File: src/hw/rtl/iml_ram.sv
// Generic single-write, single-read RAM with registered read data.
`default_nettype none

module iml_ram #(
  parameter int unsigned WIDTH = 8,
  parameter int unsigned DEPTH = 512
) (
  input  wire logic                          clk_i,
  input  wire logic                          we_i,
  input  wire logic [$clog2(DEPTH > 1 ? DEPTH : 2)-1:0] waddr_i,
  input  wire logic [WIDTH-1:0]              wdata_i,
  input  wire logic [$clog2(DEPTH > 1 ? DEPTH : 2)-1:0] raddr_i,
  output logic      [WIDTH-1:0]              rdata_o
);

  logic [WIDTH-1:0] mem [DEPTH];

  // Write port and registered read port
  always_ff @(posedge clk_i) begin
    if (we_i) begin
      mem[waddr_i] <= wdata_i;
    end
    rdata_o <= mem[raddr_i];
  end

endmodule

`default_nettype wire

File: config.mk
export PLATFORM = sky130hd
export DESIGN_NAME = iml_ram
export DESIGN_NICKNAME = d
export VERILOG_FILES = /design/src/hw/rtl/iml_ram.sv
export SDC_FILE = /design/constraint.sdc
export NUM_CORES = 2
export LEC_CHECK = 0
export ABC_AREA = 0
export ABC_CLOCK_PERIOD_IN_PS = 3800
export BUFFER_PORTS_ARGS = -buffer_cell sky130_fd_sc_hd__buf_2
export CAP_MARGIN = 20
export CORE_MARGIN = 4
export CORE_UTILIZATION = 64
export CTS_BUF_LIST = sky130_fd_sc_hd__clkbuf_4 sky130_fd_sc_hd__clkbuf_8
export CTS_CLUSTER_SIZE = 24
export DETAILED_ROUTE_END_ITERATION = 8
export GPL_ROUTABILITY_DRIVEN = 0
export PLACE_DENSITY = 0.78
export SLEW_MARGIN = 15
export SYNTH_ARGS = -nofsm -noshare
export SYNTH_HDL_FRONTEND = slang
export SYNTH_SLANG_ARGS = --single-unit
File: constraint.sdc
create_clock -name clk_i -period 3.8 [get_ports clk_i]
set_input_delay 0.38 -clock clk_i [delete_from_list [all_inputs] [get_ports clk_i]]
set_output_delay 0.38 -clock clk_i [all_outputs]
set_load 0.01 [all_outputs]
==> flow_metrics.tcl <==
set metrics [dict create \
    wl_per_cell_um 32.44 \
    final_common_cell "edfxtp_1" \
    synth_top_family_by_area "multiplexers" \
    r2r_start "mem[457][2]" \
    worst_pin_slew_ps 1232 \
    clk_pin_slew_ps 70 \
    drtAntennaViolNets 0 \
    hold_violations 0 \
    cts_sinks 4104 \
    grt_usage_pct 31.52 \
    cts_tree "done" \
    core_um2 248700 \
    leakagePower_nw 57.69 \
    crit_arrival_ps 3970 \
    cts-buffers-inserted 631 \
    min_from "waddr_i[2]" \
    critPathCaptureType "flip-flop" \
    via_count 86090 \
    synth_seq_cells 4104 \
    setup_violations 0 \
    cts-root-buf "clkbuf_8" \
    syn-num-nets 8058 \
    layout.nets 8730 \
    outcome "finished with violations" \
    rows 183 \
    cellPowerDensity_nw_per_um2 500.5 \
    dp_cells 11390 \
    synth_ff_type "edfxtp_1" \
    synth.avg_cell_area_um2 19.92 \
    routed_wl_um 405300 \
    max-clock-path-buffers 4 \
    min_path_type "in2reg" \
    drc 1 \
    placed_cell_area_um2 166700 \
    start_util_pct 64.32 \
    synth_xor_area_share_pct 0 \
    worstPathRequired_ps 4840 \
    syn_inst 8030 \
    finalInstanceArea_um2 178500 \
    die_x_um 507.9 \
    grt_pass1_wl_um 588200 \
    cts_max_level 6 \
    period_minus_slack_ps 2928 \
    ios 36 \
    final.period_utilization_pct 77.07 \
    holdPathStages 5 \
    yosysUniqueCellTypes 51 \
    ir_drop_uv 478.8 \
    r2r_cells 7 \
    r2r_end "rdata_o[2]" \
    vias_per_cell 6.890 \
    final_cell_mix "4096 x edfxtp_1, 797 x mux2i_1, 654 x mux4_2" \
    critPathMaxFanout 24 \
    grt_start_max_net_pins 120 \
    utilization_pct 71.80 \
    rsz0062_at_grt "no" \
    drtPass1Iterations 9 \
    portBuffers 35 \
    synth_compound_area_share_pct 4.313 \
    crit_type "in2reg" \
    startpoint_type "input port" \
    die_y_um 507.9 \
    yosysWarnings 0 \
    cap_viol_max_count 0 \
    slew-limit-headroom_pct 16.81 \
    yosysSeqAreaShare_pct 77.01 \
    violations "design-rule violations" \
    stdcell_count 12490 \
    hpwlAfterDp_um 253400 \
    dieArea_um2 257900 \
    mappedNetlistArea_um2 159900 \
    finalMaxSlewViolations 0 \
    async_reset_ff_share_pct 0 \
    layout-drive-gt1-share_pct 23.64 \
    synthAdderAreaFrac_pct 0 \
    yosys.area_share.simple_pct 2.631 \
    synthMuxAreaShare_pct 14.20 \
    worstHoldEndpoint "mem[257][1]" \
    first_iter_violations 13750 \
    max_freq_mhz 341.5 \
    grt_pass1_vias 85710 \
    synth_edf_count 4096 \
    grt_remaining_overflow 0 \
    clkLatencyLatePin_ps 1110 \
    final.setup_skew_ps 64.88 \
    setup_tns_ps 0 \
    ff2ff_setup_slack_ps 890 \
    antenna_found_initial 28 \
    area_delta_synth_final_pct 11.64 \
]
sequential cells by signal, indices dropped and copies added, names as in the netlist:
signal   cells
mem       4096
rdata_o      8
logic make-up (layout without fill, tap and decap cells):
group | count (synthesis) | in the layout
flip-flops | 4104 | 4104
AND/OR/NAND/NOR | 980 | 980
multiplexers | 1451 | 1451
other | 0 | 9
AO/OA/AOI/OAI | 979 | 979
buffers and inverters | 516 | 1641
per-layer routing:
| layer | GRT usage (%) | wire (um) | vias up |
|---|---|---|---|
| met1 | 43.94 | 142100 | 43650 |
| met2 | 47.44 | 188900 | 6509 |
| li1 | - | - | 34850 |
| met3 | 9.166 | 55010 | 1062 |
| met5 | 0 | 117 | - |
| met4 | 13.56 | 19170 | 18 |
critical path, stage by stage:
cell and delay (ps):
buf_12 260, buf_12 310, buf_4 350, mux2i_1 120
o221ai_1 320, o22ai_1 150, o21ai_0 750, nand4_1 580
nand2_1 350, o2111a_1 240
report_power, final:
group	total, mW	switching [mW]	internal [mW]
Sequential	49.9	0.0570	49.9
Combinational	4.69	3.13	1.56
Clock	34.7	16.4	18.4
Total	89.4	19.6	69.8
metrics by stage:
step	total power [mW]	setup slack [ps]	hold slack, ps
2_1_floorplan	53.22	1448	478.9
3_3_place_gp	55.33	-113.7	928.9
3_5_place_dp	55.45	-37.37	916.4
4_1_cts	89.51	986.2	106.1
5_1_grt	91.99	887.0	204.1
6_report	89.35	871.5	215.5
cell usage after synthesis, types with 2 or more instances:
cell / n / area share [%]
nor2_1: 597 / 1.4
o21ai_0: 118 / 0.37
buf_4: 70 / 0.33
a31oi_1: 2 / 0.0078
or2_2: 4 / 0.016
o31ai_1: 13 / 0.061
and3_1: 4 / 0.016
nand2b_1: 4 / 0.016
inv_1: 2 / 0.0047
buf_2: 57 / 0.18
nor3_1: 109 / 0.34
a22oi_1: 61 / 0.29
buf_6: 64 / 0.45
a211o_1: 2 / 0.011
clkbuf_1: 265 / 0.62
nor4_1: 36 / 0.14
mux2i_1: 797 / 5.0
mux4_2: 654 / 9.2
buf_8: 11 / 0.10
dfxtp_1: 8 / 0.10
buf_1: 41 / 0.096
a22o_1: 5 / 0.027
nor3b_1: 8 / 0.038
o22ai_1: 163 / 0.64
or3_1: 6 / 0.023
edfxtp_1: 4096 / 77
and2_1: 20 / 0.078
buf_12: 5 / 0.063
o221ai_1: 371 / 2.0
o41ai_1: 7 / 0.038
nor2b_1: 6 / 0.023
nand2_1: 111 / 0.26
o2111a_1: 8 / 0.056
o311ai_0: 5 / 0.027
a21oi_1: 194 / 0.61
nand3_1: 36 / 0.11
o22a_1: 3 / 0.016
and3b_1: 4 / 0.022
o211ai_1: 2 / 0.0094
a211oi_1: 17 / 0.080
nand4_1: 32 / 0.13
a2111oi_0: 3 / 0.016
repair_timing:
| item | in CTS | in global routing |
|---|---|---|
| hold endpoints to repair | 795 | 0 |
| hold buffers | 8 | 0 |
| resized for setup | 0 | 0 |
| endpoints found under the setup margin | 0 | 0 |
| buffers inserted | 0 | 0 |
how the worst max path moves through the flow:
stage | start | endpoint | slack, ps | cells after the start
floorplan | raddr_i[0] | rdata_o[0] | 1450 | 10
global placement | raddr_i[0] | rdata_o[1] | -110 | 9
detailed placement | raddr_i[0] | rdata_o[2] | -40 | 10
CTS | mem[59][3] | rdata_o[3] | 990 | 8
global route | mem[59][3] | rdata_o[3] | 890 | 8
finish | raddr_i[0] | rdata_o[2] | 870 | 10
area by class of cell:
class	count	area (um2)
flip-flops and latches	4104	123200
fillers	13950	70120
multi-input cells	3410	34020
clock buffers	844	10410
repair buffers	552	5393
well taps	3330	4167
clock inverters	242	1353
diodes	9	22.52
inverters	3	18.77
Note: power is estimated with default switching activity, not from simulation.
