==> src/hw/rtl/iml_pkg.sv <==
// Shared types and constants of the int8 matrix-vector layer.
`default_nettype none

package iml_pkg;

  // Input commands
  typedef enum logic [1:0] {
    CMD_WEIGHT = 2'd0,
    CMD_BIAS   = 2'd1,
    CMD_ACT    = 2'd2
  } cmd_e;

  // Configuration register indexes
  localparam int unsigned CFG_IDX_W = 2;
  localparam logic [CFG_IDX_W-1:0] CFG_INPUTS  = 2'd0;
  localparam logic [CFG_IDX_W-1:0] CFG_OUTPUTS = 2'd1;
  localparam int unsigned CFG_DATA_W = 10;

  // Register reset values
  localparam logic [9:0] INPUTS_RESET  = 10'd512;
  localparam logic [5:0] OUTPUTS_RESET = 6'd32;

  // One input item
  typedef struct packed {
    cmd_e               command;
    logic [4:0]         row_index;
    logic [8:0]         column_index;
    logic signed [7:0]  weight_value;
    logic signed [31:0] bias_value;
    logic [6:0]         activation_value;
    logic               last_activation;
  } in_item_t;

  // One result item
  typedef struct packed {
    logic [4:0]         output_row;
    logic signed [31:0] row_sum;
    logic               last_result;
  } out_item_t;

  // Sequencer to MAC control
  typedef struct packed {
    logic load_bias;
    logic mac_en;
  } mac_ctrl_t;

endpackage

`default_nettype wire

==> src/hw/rtl/iml_seq.sv <==
// Sequencer: configuration registers, row and column counters, result register.
`default_nettype none

module iml_seq
  import iml_pkg::*;
#(
  parameter int unsigned MAX_INPUTS  = 512,
  parameter int unsigned MAX_OUTPUTS = 32,
  localparam int unsigned CW = $clog2(MAX_INPUTS),
  localparam int unsigned RW = (MAX_OUTPUTS > 1) ? $clog2(MAX_OUTPUTS) : 1
) (
  input  wire logic                  clk_i,
  input  wire logic                  rst_ni,
  input  wire logic                  in_valid_i,
  output logic                       in_ready_o,
  input  wire in_item_t              in_item_i,
  input  wire logic                  cfg_we_i,
  input  wire logic [CFG_IDX_W-1:0]  cfg_index_i,
  input  wire logic [CFG_DATA_W-1:0] cfg_data_i,
  output logic [RW-1:0]              bias_raddr_o,
  output logic [CW-1:0]              act_raddr_o,
  output logic [RW+CW-1:0]           weight_raddr_o,
  output mac_ctrl_t                  mac_ctrl_o,
  input  wire logic signed [31:0]    acc_i,
  output logic                       out_valid_o,
  input  wire logic                  out_ready_i,
  output out_item_t                  out_item_o
);

  localparam int unsigned NW = (CW + 1 > 10) ? CW + 1 : 10;
  localparam int unsigned OW = 7;

  typedef enum logic [2:0] {
    S_IDLE,
    S_BIAS,
    S_MAC,
    S_DRAIN,
    S_FIN
  } state_e;

  state_e     state_d, state_q;
  logic [RW-1:0] row_d, row_q;
  logic [CW-1:0] col_d, col_q;
  logic       load_d, load_q;
  logic       macv_d, macv_q;
  logic       ov_d, ov_q;
  out_item_t  oitem_d, oitem_q;
  logic [9:0] inputs_d, inputs_q;
  logic [5:0] outputs_d, outputs_q;

  logic [NW-1:0] n_raw, n_cap, n_rnd, n_min;
  logic [CW-1:0] cols_m1;
  logic [OW-1:0] r_raw, r_lim;
  logic [RW-1:0] rows_m1;

  // Effective column count: capped, rounded down to a multiple of 32, at least 32
  always_comb begin
    n_raw = NW'(inputs_q);
    n_cap = (n_raw > NW'(MAX_INPUTS)) ? NW'(MAX_INPUTS) : n_raw;
    n_rnd = n_cap & ~NW'(31);
    n_min = (n_rnd < NW'(32)) ? NW'(32) : n_rnd;
    cols_m1 = CW'(n_min - NW'(1));
  end

  // Effective row count: 1 .. MAX_OUTPUTS
  always_comb begin
    r_raw = {1'b0, outputs_q};
    r_lim = r_raw;
    if (r_raw == '0) begin
      r_lim = OW'(1);
    end else if (r_raw > OW'(MAX_OUTPUTS)) begin
      r_lim = OW'(MAX_OUTPUTS);
    end
    rows_m1 = RW'(r_lim - OW'(1));
  end

  // Next-state logic
  always_comb begin
    state_d   = state_q;
    row_d     = row_q;
    col_d     = col_q;
    load_d    = 1'b0;
    macv_d    = 1'b0;
    ov_d      = ov_q && !out_ready_i;
    oitem_d   = oitem_q;
    inputs_d  = inputs_q;
    outputs_d = outputs_q;

    if (cfg_we_i) begin
      case (cfg_index_i)
        CFG_INPUTS:  inputs_d  = cfg_data_i[9:0];
        CFG_OUTPUTS: outputs_d = cfg_data_i[5:0];
        default: ;
      endcase
    end

    case (state_q)
      S_IDLE: begin
        if (in_valid_i && in_item_i.command == CMD_ACT && in_item_i.last_activation) begin
          state_d = S_BIAS;
          row_d   = '0;
        end
      end
      S_BIAS: begin
        load_d  = 1'b1;
        col_d   = '0;
        state_d = S_MAC;
      end
      S_MAC: begin
        macv_d = 1'b1;
        if (col_q == cols_m1) begin
          state_d = S_DRAIN;
        end else begin
          col_d = col_q + CW'(1);
        end
      end
      S_DRAIN: begin
        state_d = S_FIN;
      end
      S_FIN: begin
        // hand the finished row to the output register once it is free
        if (!ov_q || out_ready_i) begin
          ov_d                = 1'b1;
          oitem_d.output_row  = 5'(row_q);
          oitem_d.row_sum     = acc_i;
          oitem_d.last_result = (row_q == rows_m1);
          if (row_q == rows_m1) begin
            state_d = S_IDLE;
          end else begin
            row_d   = row_q + RW'(1);
            state_d = S_BIAS;
          end
        end
      end
      default: state_d = S_IDLE;
    endcase
  end

  always_ff @(posedge clk_i or negedge rst_ni) begin
    if (!rst_ni) begin
      state_q   <= S_IDLE;
      row_q     <= '0;
      col_q     <= '0;
      load_q    <= 1'b0;
      macv_q    <= 1'b0;
      ov_q      <= 1'b0;
      inputs_q  <= INPUTS_RESET;
      outputs_q <= OUTPUTS_RESET;
    end else begin
      state_q   <= state_d;
      row_q     <= row_d;
      col_q     <= col_d;
      load_q    <= load_d;
      macv_q    <= macv_d;
      ov_q      <= ov_d;
      inputs_q  <= inputs_d;
      outputs_q <= outputs_d;
    end
  end

  // Result payload, no reset
  always_ff @(posedge clk_i) begin
    oitem_q <= oitem_d;
  end

  assign in_ready_o           = (state_q == S_IDLE);
  assign bias_raddr_o         = row_q;
  assign act_raddr_o          = col_q;
  assign weight_raddr_o       = {row_q, col_q};
  assign mac_ctrl_o.load_bias = load_q;
  assign mac_ctrl_o.mac_en    = macv_q;
  assign out_valid_o          = ov_q;
  assign out_item_o           = oitem_q;

endmodule

`default_nettype wire

==> config.mk <==
export PLATFORM = sky130hd
export DESIGN_NAME = iml_seq
export DESIGN_NICKNAME = d
export VERILOG_FILES = /design/src/hw/rtl/iml_pkg.sv /design/src/hw/rtl/iml_seq.sv
export SDC_FILE = /design/constraint.sdc
export NUM_CORES = 1
export LEC_CHECK = 0
export BUFFER_PORTS_ARGS = -buffer_cell sky130_fd_sc_hd__buf_4
export CORE_UTILIZATION = 43
export CTS_CLUSTER_DIAMETER = 30
export DETAILED_ROUTE_END_ITERATION = 10
export PLACE_DENSITY = 0.89
export RECOVER_POWER = 100
export SYNTH_ARGS = -nofsm -noshare
export SYNTH_HDL_FRONTEND = slang
export SYNTH_SLANG_ARGS = --single-unit
==> constraint.sdc <==
create_clock -name clk_i -period 3.6 [get_ports clk_i]
set_input_delay 0.36 -clock clk_i [delete_from_list [all_inputs] [get_ports clk_i]]
set_output_delay 0.36 -clock clk_i [all_outputs]
set_load 0.005 [all_outputs]
==> results.toml, run 1 <==
[status]
status = "complete, but fails checks"
violations = "capacitance limit, slew limit"

[worst_hold_path]
hp-class = "in -> reg"

[detailed_routing]
drt_iter0_markers = 96
vias_per_cell = 4.97
routedWlPerCell_um = 15.0
drc_errors = 0
first_pass_iters = 4
routed_wirelength_mm = 6.67
antenna_left = 0
dr_total_vias = 2218

[worst_setup_path]
reg2reg_to = "bias_raddr_o[0]"
setup.worst_path.class = "reg -> reg"
r2r_cells = 9
crit_path_start = "outputs_q[2]"
r2r_slack_ns = 0.60
crit_end = "bias_raddr_o[0]"
crit_arrival_ns = 3.23
worstReg2RegStart = "outputs_q[2]"
worstPathRequired_ns = 3.83
worst_setup_path_end_kind = "flip-flop"
startpoint_type = "flip-flop"
crit_fanout = 9

[yosys]
syn_nets = 350
yosysUniqueCellTypes = 45
yosys_warnings = 0
syn_inst = 233
synth_edf_count = 38
syn_area_per_cell_um2 = 13.1
synth-seq-area-share_pct = 62.9
ys_ff_latch = 69
async_flop_share_pct = 44.9
synth_ff_type = "edfxtp_1"
syn_area_mm2 = 0.00305

[clock_tree]
clk-insertion-delay-late_ns = 0.35
clk_pin_slew_ns = 0.08
cts_setup_buffers = 0
clock_sinks = 69
cts_root_buf = "clkbuf_8"
clockBufferDepth = 2
cts_made_buffers = 9
cts_tree = "done"
htreeDepth = 3

[timing]
rsz0062_at_grt = "false"
whs_ns = 0.200
slew_headroom_pct = -11.3
finalHoldViolations = 0
min_period_over_period_pct = 83.3
clock_skew_ns = 0.00963
drv_slew = 71
setup_tns_ns = 0
setup_violations = 0
period_minus_slack_ns = 3.00
clock.fmax_ghz = 0.333
worst_pin_slew_ns = 1.67

[die]
io_pins = 183
core_area_mm2 = 0.00683
num_rows = 30
dieArea_mm2 = 0.00744
initial_utilization_pct = 44.7
die-width_um = 86.3
die_h_um = 86.3

[power]
ir_drop_v = 0.000291
power_density_mw_per_mm2 = 546
p_leak_nw = 1.74

[place]
hpwlAfterDp_mm = 4.99
port_buffers = 121
gp_congestion = 0.761

[run]
max_cap_viol_count = 2

[global_routing]
grt_max_degree = 39
grt_pass1_vias = 2066
grt.total_usage_pct = 18.5
grt_antenna_before_repair = 0
grt_pass1_wl_mm = 10.3
grt_overflow = 0

[finish]
nets = 462
syn_to_final_growth_pct = 35.4
drive_above_1_share_pct = 40.9
antenna_cells = 0
==> metal layers <==
metal,up-vias,GRT usage [%],wire [um]
met5,-,0,0
met2,98,31.9,3270
met1,1040,21.9,2740
met3,10,4.76,540
met4,0,8.18,116
li1,1070,-,-
==> final cells by class <==
cell class	count	area, um2
Timing Repair Buffer	123	888
Clock inverter	7	98.8
Multi-Input combinational cell	136	960
Inverter	6	22.5
Tap cell	96	120
Fill cell	557	2700
Clock buffer	9	124
Sequential cell	69	1920
==> cells in the final DEF, fill, tap and decap left out, drive strengths merged, types with 6 or more instances in the layout <==
master	Yosys	routed
nor3	8	8
nand3	10	10
or3	6	6
mux2	13	13
clkbuf	3	114
a21oi	9	9
buf	19	17
edfxtp	38	38
nand2	16	16
dfrtp	29	29
inv	6	7
nand2b	8	8
==> synth_stat cells, types with 5 or more instances <==
| master | count | area share, % |
|---|---|---|
| xnor2_1 | 5 | 1.4 |
| nor2_1 | 5 | 0.61 |
| mux2_2 | 13 | 4.8 |
| edfxtp_1 | 38 | 37 |
| nand4_1 | 5 | 1.0 |
| or3_1 | 6 | 1.2 |
| nor3_1 | 8 | 1.3 |
| buf_4 | 16 | 3.9 |
| o21ai_0 | 5 | 0.82 |
| nand2_1 | 16 | 2.0 |
| nand2b_1 | 8 | 1.6 |
| a21oi_1 | 9 | 1.5 |
| nand3_1 | 10 | 1.6 |
| dfrtp_1 | 29 | 24 |
| inv_1 | 6 | 0.74 |
==> critical path: stages, from the launching register on <==
cell and delay (ns):
dfrtp_1 0.47, nor4_1 0.42, o21bai_1 0.11, ha_1 0.28, xor3_1 0.19, or3_1 0.30
mux2_1 0.33, a211oi_4 0.41, nor4_1 0.10, a311o_1 0.28
==> what timing repair did <==
item / in CTS / in global routing
hold buffers: 1 / 0
hold endpoints to repair: 29 / 0
resized for setup: 0 / 0
==> how the worst min path moves through the flow <==
stage               cells past startpoint  slack, ns  startpoint        endpoint
finish                                  1       0.20   acc_i[22]  out_item_o[23]
global route                            1       0.19   acc_i[22]  out_item_o[23]
CTS                                     1       0.17    acc_i[0]   out_item_o[1]
detailed placement                      1       0.32      rst_ni    outputs_q[3]
global placement                        1       0.31      rst_ni    outputs_q[3]
floorplan                               0       0.06      rst_ni  act_raddr_o[0]
==> through the flow <==
stage / total power (W) / setup slack, ns / cells / util [%] / area, um2
after global routing: 0.00238 / 0.358 / 446 / 60.5 / 4130
after detailed placement: 0.00160 / 0.661 / 429 / 57.7 / 3940
after global placement: 0.00157 / 0.714 / 429 / 57.7 / 3940
after CTS: 0.00230 / 0.646 / 446 / 61.1 / 4170
final: 0.00226 / 0.601 / 446 / 60.5 / 4130
after floorplan: 0.00138 / 0.907 / 233 / - / 3050
==> sequential cells by signal (all words and copies together) (netlist names) <==
signal        cells
act_raddr_o       9
inputs_q          5
state_q           3
out_item_o       38
outputs_q         6
bias_raddr_o      5
out_valid_o       1
macv_q            1
load_q            1
==> where the power goes <==
part	switching (W)	internal (W)	total (W)
registers	0.000116	0.000936	0.00105
logic	0.000231	0.000273	0.000504
clock network	0.000308	0.000393	0.000701
total	0.000655	0.00160	0.00226
==> kinds of logic (layout without fill, tap and decap cells) <==
kind of cell             Yosys count  after routing  synth area share (%)
AND/OR/NAND/NOR                   74             74                  13.3
AO/OA/AOI/OAI                     32             32                  7.30
flip-flops                        69             69                  62.9
XOR/XNOR                           9              9                  3.07
buffers and inverters             28            145                  5.70
adder cells (fa/ha/maj)            4              4                  1.64
multiplexers                      17             17                  6.11
(Power assumes the default switching activity.)
==> run 2: changes to the inputs <==
==> constraint.sdc (replaced) <==
create_clock -name clk_i -period 2.9 [get_ports clk_i]
set_input_delay 0.29 -clock clk_i [delete_from_list [all_inputs] [get_ports clk_i]]
set_output_delay 0.29 -clock clk_i [all_outputs]
set_load 0.005 [all_outputs]
==> run 2 against run 1 <==
Net effect: the flow still finishes with violations (capacitance limit, slew limit); global-route usage is 0.46 points lower; count of clock-buffer cells in the layout stayed put; worst setup slack worse by 0.42 ns; fmax is 10% higher; sequential share of layout area is 0.056 points higher; critical path type unchanged; largest power group unchanged.
==> results.toml, run 2 (synthesized netlist as in run 1, its figures left out) <==
[detailed_routing]
drc_errors = 0
drt_iter0_markers = 94
vias_per_cell = 5.00
antenna_left = 0
routed_wirelength_mm = 6.59
first_pass_iters = 4
dr_total_vias = 2250
routedWlPerCell_um = 14.6

[worst_setup_path]
startpoint_type = "flip-flop"
r2r_cells = 9
worst_setup_path_end_kind = "flip-flop"
r2r_slack_ns = 0.18
reg2reg_to = "state_q[0]"
crit_fanout = 10
crit_arrival_ns = 2.99
crit_path_start = "outputs_q[5]"
worstPathRequired_ns = 3.17
setup.worst_path.class = "reg -> reg"
worstReg2RegStart = "outputs_q[5]"
crit_end = "state_q[0]"

[finish]
final_cell_mix = "91 x clkbuf_4, 38 x edfxtp_1, 29 x dfrtp_1"
stdcell_count = 450
antenna_cells = 0
largest_register_ffs = 38
drive_above_1_share_pct = 41.0
syn_to_final_growth_pct = 35.2
final.fill_count = 584
nets = 466
final_common_cell = "clkbuf_4"

[clock_tree]
clock_sinks = 69
cts_setup_buffers = 0
cts_root_buf = "clkbuf_8"
htreeDepth = 3
clk-insertion-delay-late_ns = 0.34
cts_made_buffers = 9
cts_tree = "done"
clk_pin_slew_ns = 0.08
clockBufferDepth = 2

[power]
power_density_mw_per_mm2 = 659
ir_drop_v = 0.000302
p_leak_nw = 1.73

[die]
io_pins = 183
die-width_um = 86.3
dieArea_mm2 = 0.00744
die_h_um = 86.3
initial_utilization_pct = 44.7
core_area_mm2 = 0.00683
num_rows = 30

[place]
hpwlAfterDp_mm = 4.94
gp_congestion = 0.746
dp.cells = 433
port_buffers = 121

[timing]
min_period_over_period_pct = 93.8
slew_headroom_pct = -12.4
worst_pin_slew_ns = 1.69
setup_tns_ns = 0
drv_slew = 71
clock_skew_ns = 0.00616
finalHoldViolations = 0
period_minus_slack_ns = 2.72
clock.fmax_ghz = 0.368
rsz0062_at_grt = "false"
setup_violations = 0

[status]
status = "complete, but fails checks"
violations = "capacitance limit, slew limit"

[global_routing]
grt_overflow = 0
grt_pass1_wl_mm = 10.2
grt_pass1_vias = 2074
grt.total_usage_pct = 18.1
grt_antenna_before_repair = 0
grt_max_degree = 39

[worst_hold_path]
hp-class = "in -> reg"

[run]
max_cap_viol_count = 2
-- run 2: changes by cell type in the layout (fill, tap and decap cells not counted), sizes merged --
cell,previous run,this run
buf,17,21
bufinv,2,1
clkinvlp,1,3
clkinv,3,2
-- run 2: where the power goes --
part / total, W / leakage (nW) / internal [W] / switching [W]
logic: 0.000641 / 0.895 / 0.000350 / 0.000291
registers: 0.00130 / 0.739 / 0.00116 / 0.000140
clock network: 0.000777 / 0.0918 / 0.000399 / 0.000378
-- run 2: what timing repair did --
item / 4_1_cts / 5_1_grt
hold buffers: 1 / 0
setup endpoints to repair: 0 / 4
gates resized for setup: 0 / 1
hold endpoints to repair: 29 / 0
-- run 2: final cells by class --
cell class	count	area (um2)	share of cell area, %
repair buffers	127	901	21.8
multi-input cells	136	966	23.4
well taps	96	120	2.91
clock inverters	7	75.1	1.82
clock buffers	9	124	3.00
flip-flops and latches	69	1920	46.5
inverters	6	22.5	0.546
-- run 2: worst min path at each step --
stage | end | slack, ns | startpoint | cells after the start
after floorplan | act_raddr_o[0] | -0.006 | rst_ni | 0
after global placement | outputs_q[4] | 0.25 | rst_ni | 1
after detailed placement | outputs_q[1] | 0.25 | rst_ni | 1
after CTS | out_item_o[23] | 0.10 | acc_i[22] | 1
after global routing | out_item_o[23] | 0.12 | acc_i[22] | 1
final | out_item_o[5] | 0.14 | acc_i[4] | 1
-- run 2: worst max-delay path, cell delays in order, from the launching register on --
cell      delay [ns]
dfstp_1         0.69
o21bai_1        0.17
ha_1            0.19
buf_4           0.13
or4b_1          0.43
o211ai_1        0.12
xor2_1          0.25
a211oi_4        0.07
or3b_2          0.44
a21oi_1         0.15
-- run 2: metal layers --
metal  wire length (um)  GRT usage (%)
met2               3280           30.6
met3                536           4.67
met4                 39           7.73
met1               2730           21.9
met5                  0              0
-- run 2: stage by stage --
| step | hold slack [ns] | util (%) | instance area (um2) | worst slack, ns | power, W |
|---|---|---|---|---|---|
| after floorplan | -0.00559 | - | 3050 | 0.207 | 0.00172 |
| after global placement | 0.246 | 58.1 | 3970 | 0.240 | 0.00197 |
| after detailed placement | 0.249 | 58.1 | 3970 | 0.183 | 0.00200 |
| after CTS | 0.103 | 61.2 | 4180 | 0.159 | 0.00278 |
| after global routing | 0.123 | 60.4 | 4130 | 0.00425 | 0.00287 |
| final | 0.140 | 60.4 | 4130 | 0.180 | 0.00272 |
