### config.mk
export PLATFORM = sky130hd
export DESIGN_NAME = iml_mac
export DESIGN_NICKNAME = d
export VERILOG_FILES = /design/src/hw/rtl/iml_pkg.sv /design/src/hw/rtl/iml_mac.sv
export SDC_FILE = /design/constraint.sdc
export NUM_CORES = 1
export LEC_CHECK = 0
export BUFFER_PORTS_ARGS = -buffer_cell sky130_fd_sc_hd__buf_2
export CORE_ASPECT_RATIO = 1.2
export CORE_MARGIN = 2
export CORE_UTILIZATION = 55
export CTS_CLUSTER_DIAMETER = 60
export CTS_CLUSTER_SIZE = 24
export DETAILED_ROUTE_END_ITERATION = 8
export PLACE_DENSITY = 0.79
export SYNTH_ARGS = -nofsm -noshare
export SYNTH_HDL_FRONTEND = slang
export SYNTH_SLANG_ARGS = --single-unit
### constraint.sdc
create_clock -name clk_i -period 6.2 [get_ports clk_i]
set_input_delay 0.62 -clock clk_i [delete_from_list [all_inputs] [get_ports clk_i]]
set_output_delay 0.62 -clock clk_i [all_outputs]
set_load 0.05 [all_outputs]
### src/hw/rtl/iml_pkg.sv
// Shared types and constants of the int8 matrix-vector layer.
`default_nettype none

package iml_pkg;

  // Input commands
  typedef enum logic [1:0] {
    CMD_WEIGHT = 2'd0,
    CMD_BIAS   = 2'd1,
    CMD_ACT    = 2'd2
  } cmd_e;

  // Configuration register indexes
  localparam int unsigned CFG_IDX_W = 2;
  localparam logic [CFG_IDX_W-1:0] CFG_INPUTS  = 2'd0;
  localparam logic [CFG_IDX_W-1:0] CFG_OUTPUTS = 2'd1;
  localparam int unsigned CFG_DATA_W = 10;

  // Register reset values
  localparam logic [9:0] INPUTS_RESET  = 10'd512;
  localparam logic [5:0] OUTPUTS_RESET = 6'd32;

  // One input item
  typedef struct packed {
    cmd_e               command;
    logic [4:0]         row_index;
    logic [8:0]         column_index;
    logic signed [7:0]  weight_value;
    logic signed [31:0] bias_value;
    logic [6:0]         activation_value;
    logic               last_activation;
  } in_item_t;

  // One result item
  typedef struct packed {
    logic [4:0]         output_row;
    logic signed [31:0] row_sum;
    logic               last_result;
  } out_item_t;

  // Sequencer to MAC control
  typedef struct packed {
    logic load_bias;
    logic mac_en;
  } mac_ctrl_t;

endpackage

`default_nettype wire

### src/hw/rtl/iml_mac.sv
// Shared multiply-accumulate unit: loads a bias, then adds activation times weight.
`default_nettype none

module iml_mac
  import iml_pkg::*;
(
  input  wire logic               clk_i,
  input  wire mac_ctrl_t          ctrl_i,
  input  wire logic signed [31:0] bias_i,
  input  wire logic [6:0]         act_i,
  input  wire logic signed [7:0]  weight_i,
  output logic signed [31:0]      acc_o
);

  logic signed [15:0] prod;
  logic signed [31:0] acc_d, acc_q;

  // Unsigned activation times signed weight, exact in 16 bits
  assign prod = $signed({1'b0, act_i}) * weight_i;

  always_comb begin
    acc_d = acc_q;
    if (ctrl_i.load_bias) begin
      acc_d = bias_i;
    end else if (ctrl_i.mac_en) begin
      acc_d = acc_q + 32'(prod);
    end
  end

  always_ff @(posedge clk_i) begin
    acc_q <= acc_d;
  end

  assign acc_o = acc_q;

endmodule

`default_nettype wire

==> results.cfg, run 1 <==
[outcome]
outcome = completed

[cts]
numCtsBuffers = 5
cts.sinks = 32
insertion_delay_ns = 0.29
cts-root-buf = clkbuf_16
cts_setup_buffers = 0
clk_pin_slew_ns = 0.06
ctsResizeCount = 0
htree_levels = 2
clock_path_buffers = 2
hold_buffers = 0
cts_tree = done

[timing]
fin_tns_setup_ns = 0
hold_viol_final = 0
finalCritPeriodShare_pct = 85.4
finalSetupViolations = 0
worst_hold_slack_ns = 0.618
min_period_ns = 5.29
rsz0062_at_grt = no
drv_slew = 0
fmax_ghz = 0.189
clock_skew_ns = 0.0109
slew_headroom_pct = 43.8
worst_pin_slew_ns = 0.844

[synth]
synth_seq_cells = 32
synthTopCellsByCount = ha_1, inv_1, nand2_1
ys_warn_count = 0
yosysMostFrequentCell = ha_1
synth_edf_count = 32
netlist_area_sq_um = 5530
synth.largest_area_cell = ha_1
netlist_instances = 588
synth_area_leaders = ha_1, edfxtp_1, fa_1, inv_1, nand2_1
synth_top_area_share_pct = 24.9
ys_types = 69
avgSynthCellArea_sq_um = 9.41
syn-num-nets = 792
dominantRegCellSynth = edfxtp_1
async_flop_share_pct = 0
yosysSeqAreaShare_pct = 17.4

[drt]
wirelength_met1_um = 5360
vias_per_cell = 5.81
drc = 0
drtIter0Drc = 202
via_count = 4580
wl_met3_um = 557
wl_met2_um = 6910
ant_nets = 0
topRoutingLayerUsed = met4
wl_per_cell_um = 16.7
wl_um = 13200
drt_pre_antenna_iters = 4

[global_route]
antenna_found_initial = 0
grt_usage_pct = 25.3
grt_first_pass_wirelength_um = 21800
grt_start_max_net_pins = 54
grt_pass1_vias = 4750
overflow = 0

[die]
ios = 82
coreArea_sq_um = 9910
start_util_pct = 55.8
die_x_um = 95.6
die-area_sq_um = 10900
fp.dieH_um = 114
rows = 40

[setup_path]
cp-end-kind = register
cp.required_ns = 6.24
crit_type = in -> reg
crit_path_start_kind = input pin
rrSetupSlack_ns = 1.05
cp_max_fo = 8
crit_arrival_ns = 5.33

[final_layout]
n_antenna_cell = 0
regArea_sq_um = 961
drive_gt1_share_pct = 18.9
nNetsFinal = 865
multiInputGateArea_sq_um = 4210
utilization_pct = 62.6
area_delta_synth_final_pct = 12.1
n_fill_cell = 850
largest_reg_flops = 32

[min_path]
hp-class = in -> reg

[place]
dp_hpwl_um = 10600
io_buffers = 81
gp_congestion = 0.939

[job]
drv_cap = 0
## through the flow
stage	setup WS [ns]	cells	instance area, sq um
5_1_grt	0.678	788	6200
4_1_cts	0.916	788	6200
3_3_place_gp	0.741	780	6030
6_report	0.908	788	6200
2_1_floorplan	1.12	588	5530
3_5_place_dp	0.649	780	6030
## cells by family after synthesis
kind of cell	synth area share (%)
AOI/OAI and AO/OA	15.1
muxes	2.35
DFF	17.4
adders and majority gates	40.8
xor gates and xnor gates	2.53
buffers and inverters	6.51
and+or+nand+nor	15.3
## per-layer routing
metal	vias to the layer above	GRT usage (%)
met4	0	7.81
met2	122	46.3
met5	-	0
met3	28	3.37
li1	2212	-
met1	2218	30.4
## worst paths after layout
kind,start,to,depth (start not counted)
max,act_i[3],acc_o[28]$_DFFE_PP_,19
min,bias_i[14],acc_o[14]$_DFFE_PP_,3
max reg2reg,acc_o[4]$_DFFE_PP_,acc_o[28]$_DFFE_PP_,18
min reg2reg,acc_o[0]$_DFFE_PP_,acc_o[0]$_DFFE_PP_,2
## placed cells by master, fill, tap and decap left out, types with 3 or more instances in the layout
cell,Yosys,routed
ha_1,110,110
buf_2,4,81
inv_1,74,74
nand2_1,57,57
fa_1,44,44
edfxtp_1,32,32
and2_1,30,30
a21oi_1,29,29
nor2_1,22,22
o21ai_0,22,22
nor3_1,13,13
xnor2_1,11,11
mux2_2,7,7
nor2b_1,6,6
nand3_1,6,6
a21o_1,6,6
nand2b_1,5,5
nand4_1,5,5
nor4_1,5,5
o21ai_1,5,5
xor2_1,5,5
clkbuf_16,0,5
o21a_1,4,4
o22ai_1,4,4
mux2i_1,4,4
o31ai_1,4,4
or2_2,3,3
o211ai_1,3,3
and3_1,3,3
a311oi_1,3,3
## final cells by class
type	instances	share of cell area [%]
Multi-Input combinational cell	464	67.9
Sequential cell	32	15.5
Timing Repair Buffer	83	6.78
Inverter	75	4.54
Tap cell	126	2.54
Clock buffer	5	2.02
Clock inverter	3	0.686
## critical path, stage by stage
cell       delay (ns)
buf_2            0.17
nand2_1          0.10
fa_1             0.51
inv_1            0.05
fa_1             0.46
ha_1             0.30
inv_1            0.05
fa_1             0.54
inv_1            0.05
ha_1             0.27
ha_1             0.18
inv_1            0.08
fa_1             0.40
and2b_1          0.26
o2111ai_2        0.18
a211oi_4         0.45
o21ai_2          0.15
o21ai_1          0.18
mux2_1           0.33
Power of run 1 is not shown: default switching activity piles up to over one toggle a cycle in this logic, so the estimate is an artifact.
==> run 2: changes to the inputs <==
--- a/config.mk
+++ b/config.mk
@@ -5,6 +5,7 @@
 export SDC_FILE = /design/constraint.sdc
 export NUM_CORES = 1
 export LEC_CHECK = 0
+export ABC_AREA = 1
 export BUFFER_PORTS_ARGS = -buffer_cell sky130_fd_sc_hd__buf_2
 export CORE_ASPECT_RATIO = 1.2
 export CORE_MARGIN = 2
==> run 2 against run 1 <==
Cell count up 32%. Design area up 7.1%. Via count up 15%. Die area up 7.2%. Flip-flop and latch count unchanged. Register-to-register slack better by 0.55 ns. Largest cell class unchanged. Fmax up 2.9%. Critical path depth unchanged. Synthesized area up 7.5%.
==> results.cfg, run 2 <==
[outcome]
outcome = completed

[place]
dp_hpwl_um = 11500
gp_congestion = 0.912
post-place-ws_ns = 0.798
io_buffers = 81
dpl.cell_count = 1036

[die]
ios = 82
die-area_sq_um = 11700
coreArea_sq_um = 10500
rows = 41
fp.dieH_um = 118
die_x_um = 98.9
start_util_pct = 56.5

[synth]
syn-num-nets = 1042
synth_top_area_share_pct = 23.1
ys_types = 28
synth_seq_cells = 32
ys_warn_count = 0
netlist_instances = 838
synthTopCellsByCount = nand2_1, inv_1, ha_1
synth_edf_count = 32
netlist_area_sq_um = 5950
async_flop_share_pct = 0
synth.largest_area_cell = ha_1
dominantRegCellSynth = edfxtp_1
yosysMostFrequentCell = nand2_1
avgSynthCellArea_sq_um = 7.10
synth_area_leaders = ha_1, nand2_1, edfxtp_1, fa_1, inv_1
yosysSeqAreaShare_pct = 16.2

[drt]
vias_per_cell = 5.04
ant_nets = 0
drt_pre_antenna_iters = 4
via_count = 5260
wl_um = 13900
drtIter0Drc = 196
drc = 0
wl_per_cell_um = 13.3

[cts]
hold_buffers = 0
insertion_delay_ns = 0.29
ctsResizeCount = 0
cts-root-buf = clkbuf_16
cts_tree = done
htree_levels = 2
clock_path_buffers = 2
cts.sinks = 32
cts_setup_buffers = 0
clk_pin_slew_ns = 0.06
numCtsBuffers = 5

[setup_path]
crit_path_start_kind = input pin
crit_path_start = weight_i[7]
crit_type = in -> reg
max_stage_delay_ns = 0.58
cp-end-kind = register
slowest_stage = fa_1
crit_arrival_ns = 5.18
critPathTopFamily = adder cells
cp.required_ns = 6.24
worstReg2RegStart = acc_o[4]$_DFFE_PP_
worst-path-buf-inv = 3
crit_chain = buf_2 > inv_1 > or2_2 > fa_1 > fa_1 > inv_1 > fa_1 > fa_1 > fa_1 > ha_1 > nand2_1 > nand3_1 > nand2_1 > nand2_2 > nand2_1 > nand2_1 > or2_1 > nand3_1 > nand2_1
cp_max_fo = 7

[global_route]
overflow = 0
grt_pass1_vias = 5402
antenna_found_initial = 0
grt_first_pass_wirelength_um = 23600
grt_usage_pct = 24.9
grt_start_max_net_pins = 42

[final_layout]
area_delta_synth_final_pct = 11.7
n_fill_cell = 1012
largest_reg_flops = 32
regArea_sq_um = 961
multiInputGateArea_sq_um = 4230
drive_gt1_share_pct = 12.6
n_antenna_cell = 0
mostFrequentLayoutCell = nand2_1
instances_no_fill = 1044
nNetsFinal = 1118
layout_common_cells = nand2_1, inv_1, ha_1, buf_2, fa_1

[timing]
rsz0062_at_grt = no
worst_pin_slew_ns = 0.836
slew_headroom_pct = 44.3
worst_slack_ns = 1.06
finalCritPeriodShare_pct = 83.0
hold_viol_final = 0
clock_skew_ns = 0.00456
drv_slew = 0
fin_tns_setup_ns = 0
min_period_ns = 5.14
fmax_ghz = 0.194
finalSetupViolations = 0

[job]
drv_cap = 0

[min_path]
hp-class = in -> reg
worstHoldStart = bias_i[30]
[run 2: cell types whose count changed after synthesis, moves of 7 or more]
cell / previous run / this run
and2_1: 30 / 1
mux2_2: 7 / 0
inv_1: 74 / 184
nand2_1: 57 / 298
nor2_1: 22 / 39
o21ai_0: 22 / 7
nor3_1: 13 / 0
nand3_1: 6 / 43
a21oi_1: 29 / 17
[run 2: path summary, 6_finish.rpt]
check        cells past startpoint                  end  slack (ns)
max                             19  acc_o[16]$_DFFE_PP_        1.06
min reg2reg                      3   acc_o[0]$_DFFE_PP_        0.68
min                              3  acc_o[30]$_DFFE_PP_        0.60
max reg2reg                     22  acc_o[26]$_DFFE_PP_        1.60
[run 2: layout make-up]
cell class | count | area share [%]
clock buffer | 5 | 1.88
clock inverter | 3 | 0.641
inverter | 186 | 10.5
multi-input combinational | 606 | 63.7
sequential | 32 | 14.5
tap | 129 | 2.43
timing repair buffer | 83 | 6.33
[run 2: logic make-up (layout without fill, tap and decap cells)]
| kind of cell | after synthesis | after routing | synth area share (%) |
|---|---|---|---|
| buffers and inverters | 200 | 277 | 12.7 |
| AOI/OAI and AO/OA | 29 | 29 | 2.57 |
| and+or+nand+nor | 416 | 416 | 29.6 |
| DFF | 32 | 32 | 16.2 |
| adders and majority gates | 154 | 154 | 38.0 |
| xor gates and xnor gates | 7 | 7 | 1.03 |
[run 2: worst register-to-register path: stages (launching register included)]
cell and delay (ns):
edfxtp_1 0.36, inv_1 0.07, fa_1 0.54, inv_1 0.06
fa_1 0.46, ha_1 0.29, inv_1 0.05, fa_1 0.52
inv_1 0.05, ha_1 0.28, ha_1 0.22, inv_1 0.07
fa_1 0.35, inv_1 0.14, nand3_1 0.08, nand3_1 0.16
nand2_1 0.07, nand2_1 0.15, nand2_1 0.11, nand3_1 0.09
nand2_1 0.05, nand3_1 0.11, nand2_1 0.06
[run 2: through the flow]
| stage | hold WS (ns) | instance area, sq um | utilization, % |
|---|---|---|---|
| finish | 0.601 | 6640 | 63.2 |
| global route | 0.613 | 6640 | 63.2 |
| CTS | 0.599 | 6640 | 63.2 |
| detailed placement | 0.666 | 6470 | 61.6 |
| global placement | 0.663 | 6470 | 61.6 |
| floorplan | 0.802 | 5950 | - |
[run 2: layer usage]
layer	GRT usage (%)	wire [um]	vias to the layer above
li1	-	-	2725
met2	47.1	7190	114
met3	2.43	423	35
met4	8.90	434	0
met5	0	0	-
met1	28.5	5870	2386
Power of run 2 is left out for the same reason.
==> run 3: changes to the inputs <==
--- a/config.mk
+++ b/config.mk
@@ -9,11 +9,11 @@
 export BUFFER_PORTS_ARGS = -buffer_cell sky130_fd_sc_hd__buf_2
 export CORE_ASPECT_RATIO = 1.2
 export CORE_MARGIN = 2
-export CORE_UTILIZATION = 55
+export CORE_UTILIZATION = 54
 export CTS_CLUSTER_DIAMETER = 60
 export CTS_CLUSTER_SIZE = 24
 export DETAILED_ROUTE_END_ITERATION = 8
-export PLACE_DENSITY = 0.79
+export PLACE_DENSITY = 0.81
 export SYNTH_ARGS = -nofsm -noshare
 export SYNTH_HDL_FRONTEND = slang
 export SYNTH_SLANG_ARGS = --single-unit
==> constraint.sdc (replaced) <==
create_clock -name clk_i -period 4.6 [get_ports clk_i]
set_input_delay 0.46 -clock clk_i [delete_from_list [all_inputs] [get_ports clk_i]]
set_output_delay 0.46 -clock clk_i [all_outputs]
set_load 0.05 [all_outputs]
==> run 3 against run 2 <==
Via count rose by 4.9%. Design area up 9.3%. Hold slack got worse by 0.16 ns. Die area increased by 1.8%. Clock skew rose by 0.0016 ns. Largest cell class unchanged.
==> results.cfg, run 3 (synthesis gave the netlist of run 2 again) <==
[drt]
vias_per_cell = 5.05
wl_per_cell_um = 14.2
drt_pre_antenna_iters = 7
drc = 0
wl_um = 15600
drtIter0Drc = 250
ant_nets = 0
via_count = 5519

[timing]
worst_slack_ns = 0.124
rsz0062_at_grt = yes
drv_slew = 0
worst_pin_slew_ns = 0.893
fmax_ghz = 0.223
min_period_ns = 4.48
slew_headroom_pct = 40.4
finalCritPeriodShare_pct = 97.3
clock_skew_ns = 0.00619
hold_viol_final = 0
finalSetupViolations = 0

[setup_path]
cp-endpoint = acc_o[24]$_DFFE_PP_
crit_type = in -> reg
worstRegToRegCells = 17
rrSetupSlack_ns = 0.18
crit_arrival_ns = 4.52
crit_chain = buf_6 > inv_4 > or2_4 > fa_1 > fa_1 > inv_2 > fa_1 > fa_1 > fa_1 > ha_4 > nand3_2 > nand3_4 > buf_4 > nand4_1 > nand3_1 > nand2_1 > nand3_2 > nand2_1
cp-end-kind = register
cp_num_cells = 18
crit_path_start_kind = input pin
worstReg2RegStart = acc_o[6]$_DFFE_PP_
critPathMostFrequentCell = fa_1
cp_max_fo = 5
slowest_stage = fa_1
crit_path_start = weight_i[7]
worst-path-buf-inv = 4
critPathTopFamily = adder cells
max_stage_delay_ns = 0.53
timing.rr.end = acc_o[9]$_DFFE_PP_
cp.required_ns = 4.65

[final_layout]
largest_reg_flops = 32
n_fill_cell = 950
area_delta_synth_final_pct = 22.0
regArea_sq_um = 961
mostFrequentLayoutCell = nand2_1
drive_gt1_share_pct = 21.1
layout_common_cells = nand2_1, inv_1, ha_1, buf_2, buf_4
n_antenna_cell = 0
multiInputGateArea_sq_um = 4480
instances_no_fill = 1093
nNetsFinal = 1164
utilization_pct = 66.7

[cts]
clk_pin_slew_ns = 0.06
htree_levels = 2
cts.sinks = 32
cts-root-buf = clkbuf_16
cts_tree = done
insertion_delay_ns = 0.29
numCtsBuffers = 5
cts_setup_buffers = 0
clock_path_buffers = 2

[min_path]
hp-class = in -> reg

[global_route]
grt_usage_pct = 27.0
grt_pass1_vias = 5554
overflow = 0
antenna_found_initial = 0
grt_first_pass_wirelength_um = 25400
grt_start_max_net_pins = 33

[place]
gp_congestion = 0.936
dpl.cell_count = 1085
dp_hpwl_um = 12600
post-place-ws_ns = -0.378
io_buffers = 81

[die]
rows = 42
fp.dieH_um = 119
coreArea_sq_um = 10900
die-area_sq_um = 11900
start_util_pct = 54.7
die_x_um = 99.8
ios = 82

[job]
drv_cap = 0

[outcome]
outcome = completed
## run 3: cell types whose count changed in the layout (fill, tap and decap cells not counted), sizes merged
cell / change
buf: +45
clkbuf: +1
## run 3: routing by layer
| metal | part of all wire [%] | routed length [um] | GRT usage, % | up-vias |
|---|---|---|---|---|
| met3 | 3.2 | 496 | 2.52 | 30 |
| met1 | 41 | 6420 | 32.1 | 2565 |
| li1 | - | - | - | 2807 |
| met5 | 0 | 0 | 0 | - |
| met4 | 3.1 | 479 | 10.0 | 0 |
| met2 | 52 | 8160 | 49.8 | 117 |
## run 3: repair_timing
item                       4_1_cts  5_1_grt
pin swaps                        0       18
gates resized for setup          6       50
setup endpoints to repair       10       23
hold buffers                     0        0
## run 3: how the worst min path moves through the flow
stage,startpoint,to,slack (ns),cells past startpoint
6_report,bias_i[27],acc_o[27]$_DFFE_PP_,0.44,3
5_1_grt,bias_i[2],acc_o[2]$_DFFE_PP_,0.45,3
4_1_cts,bias_i[27],acc_o[27]$_DFFE_PP_,0.44,3
3_5_place_dp,acc_o[0]$_DFFE_PP_,acc_o[0]$_DFFE_PP_,0.67,3
3_3_place_gp,acc_o[0]$_DFFE_PP_,acc_o[0]$_DFFE_PP_,0.66,3
2_1_floorplan,bias_i[30],acc_o[30]$_DFFE_PP_,0.64,2
## run 3: worst reg2reg max path, delay by kind of cell (launching register included)
family | cells | cell delay [ns]
adder cells (fa/ha/maj) | 6 | 2.64
AND/OR/NAND/NOR | 7 | 0.97
flip-flops | 1 | 0.34
buffers and inverters | 4 | 0.23
## run 3: cell type report
class	count	area share, %
sequential	32	13.2
inverter	186	9.66
tap	132	2.28
clock inverter	3	0.586
multi-input combinational	606	61.8
clock buffer	5	1.72
timing repair buffer	129	10.8
## run 3: metrics by stage
stage	setup TNS, ns	area (sq um)	hold slack, ns
finish	0	7260	0.438
global route	-0.222	7260	0.455
CTS	0	7040	0.440
detailed placement	-6.53	6840	0.670
global placement	-5.15	6840	0.659
floorplan	0	5970	0.642
Power of run 3 is left out for the same reason.
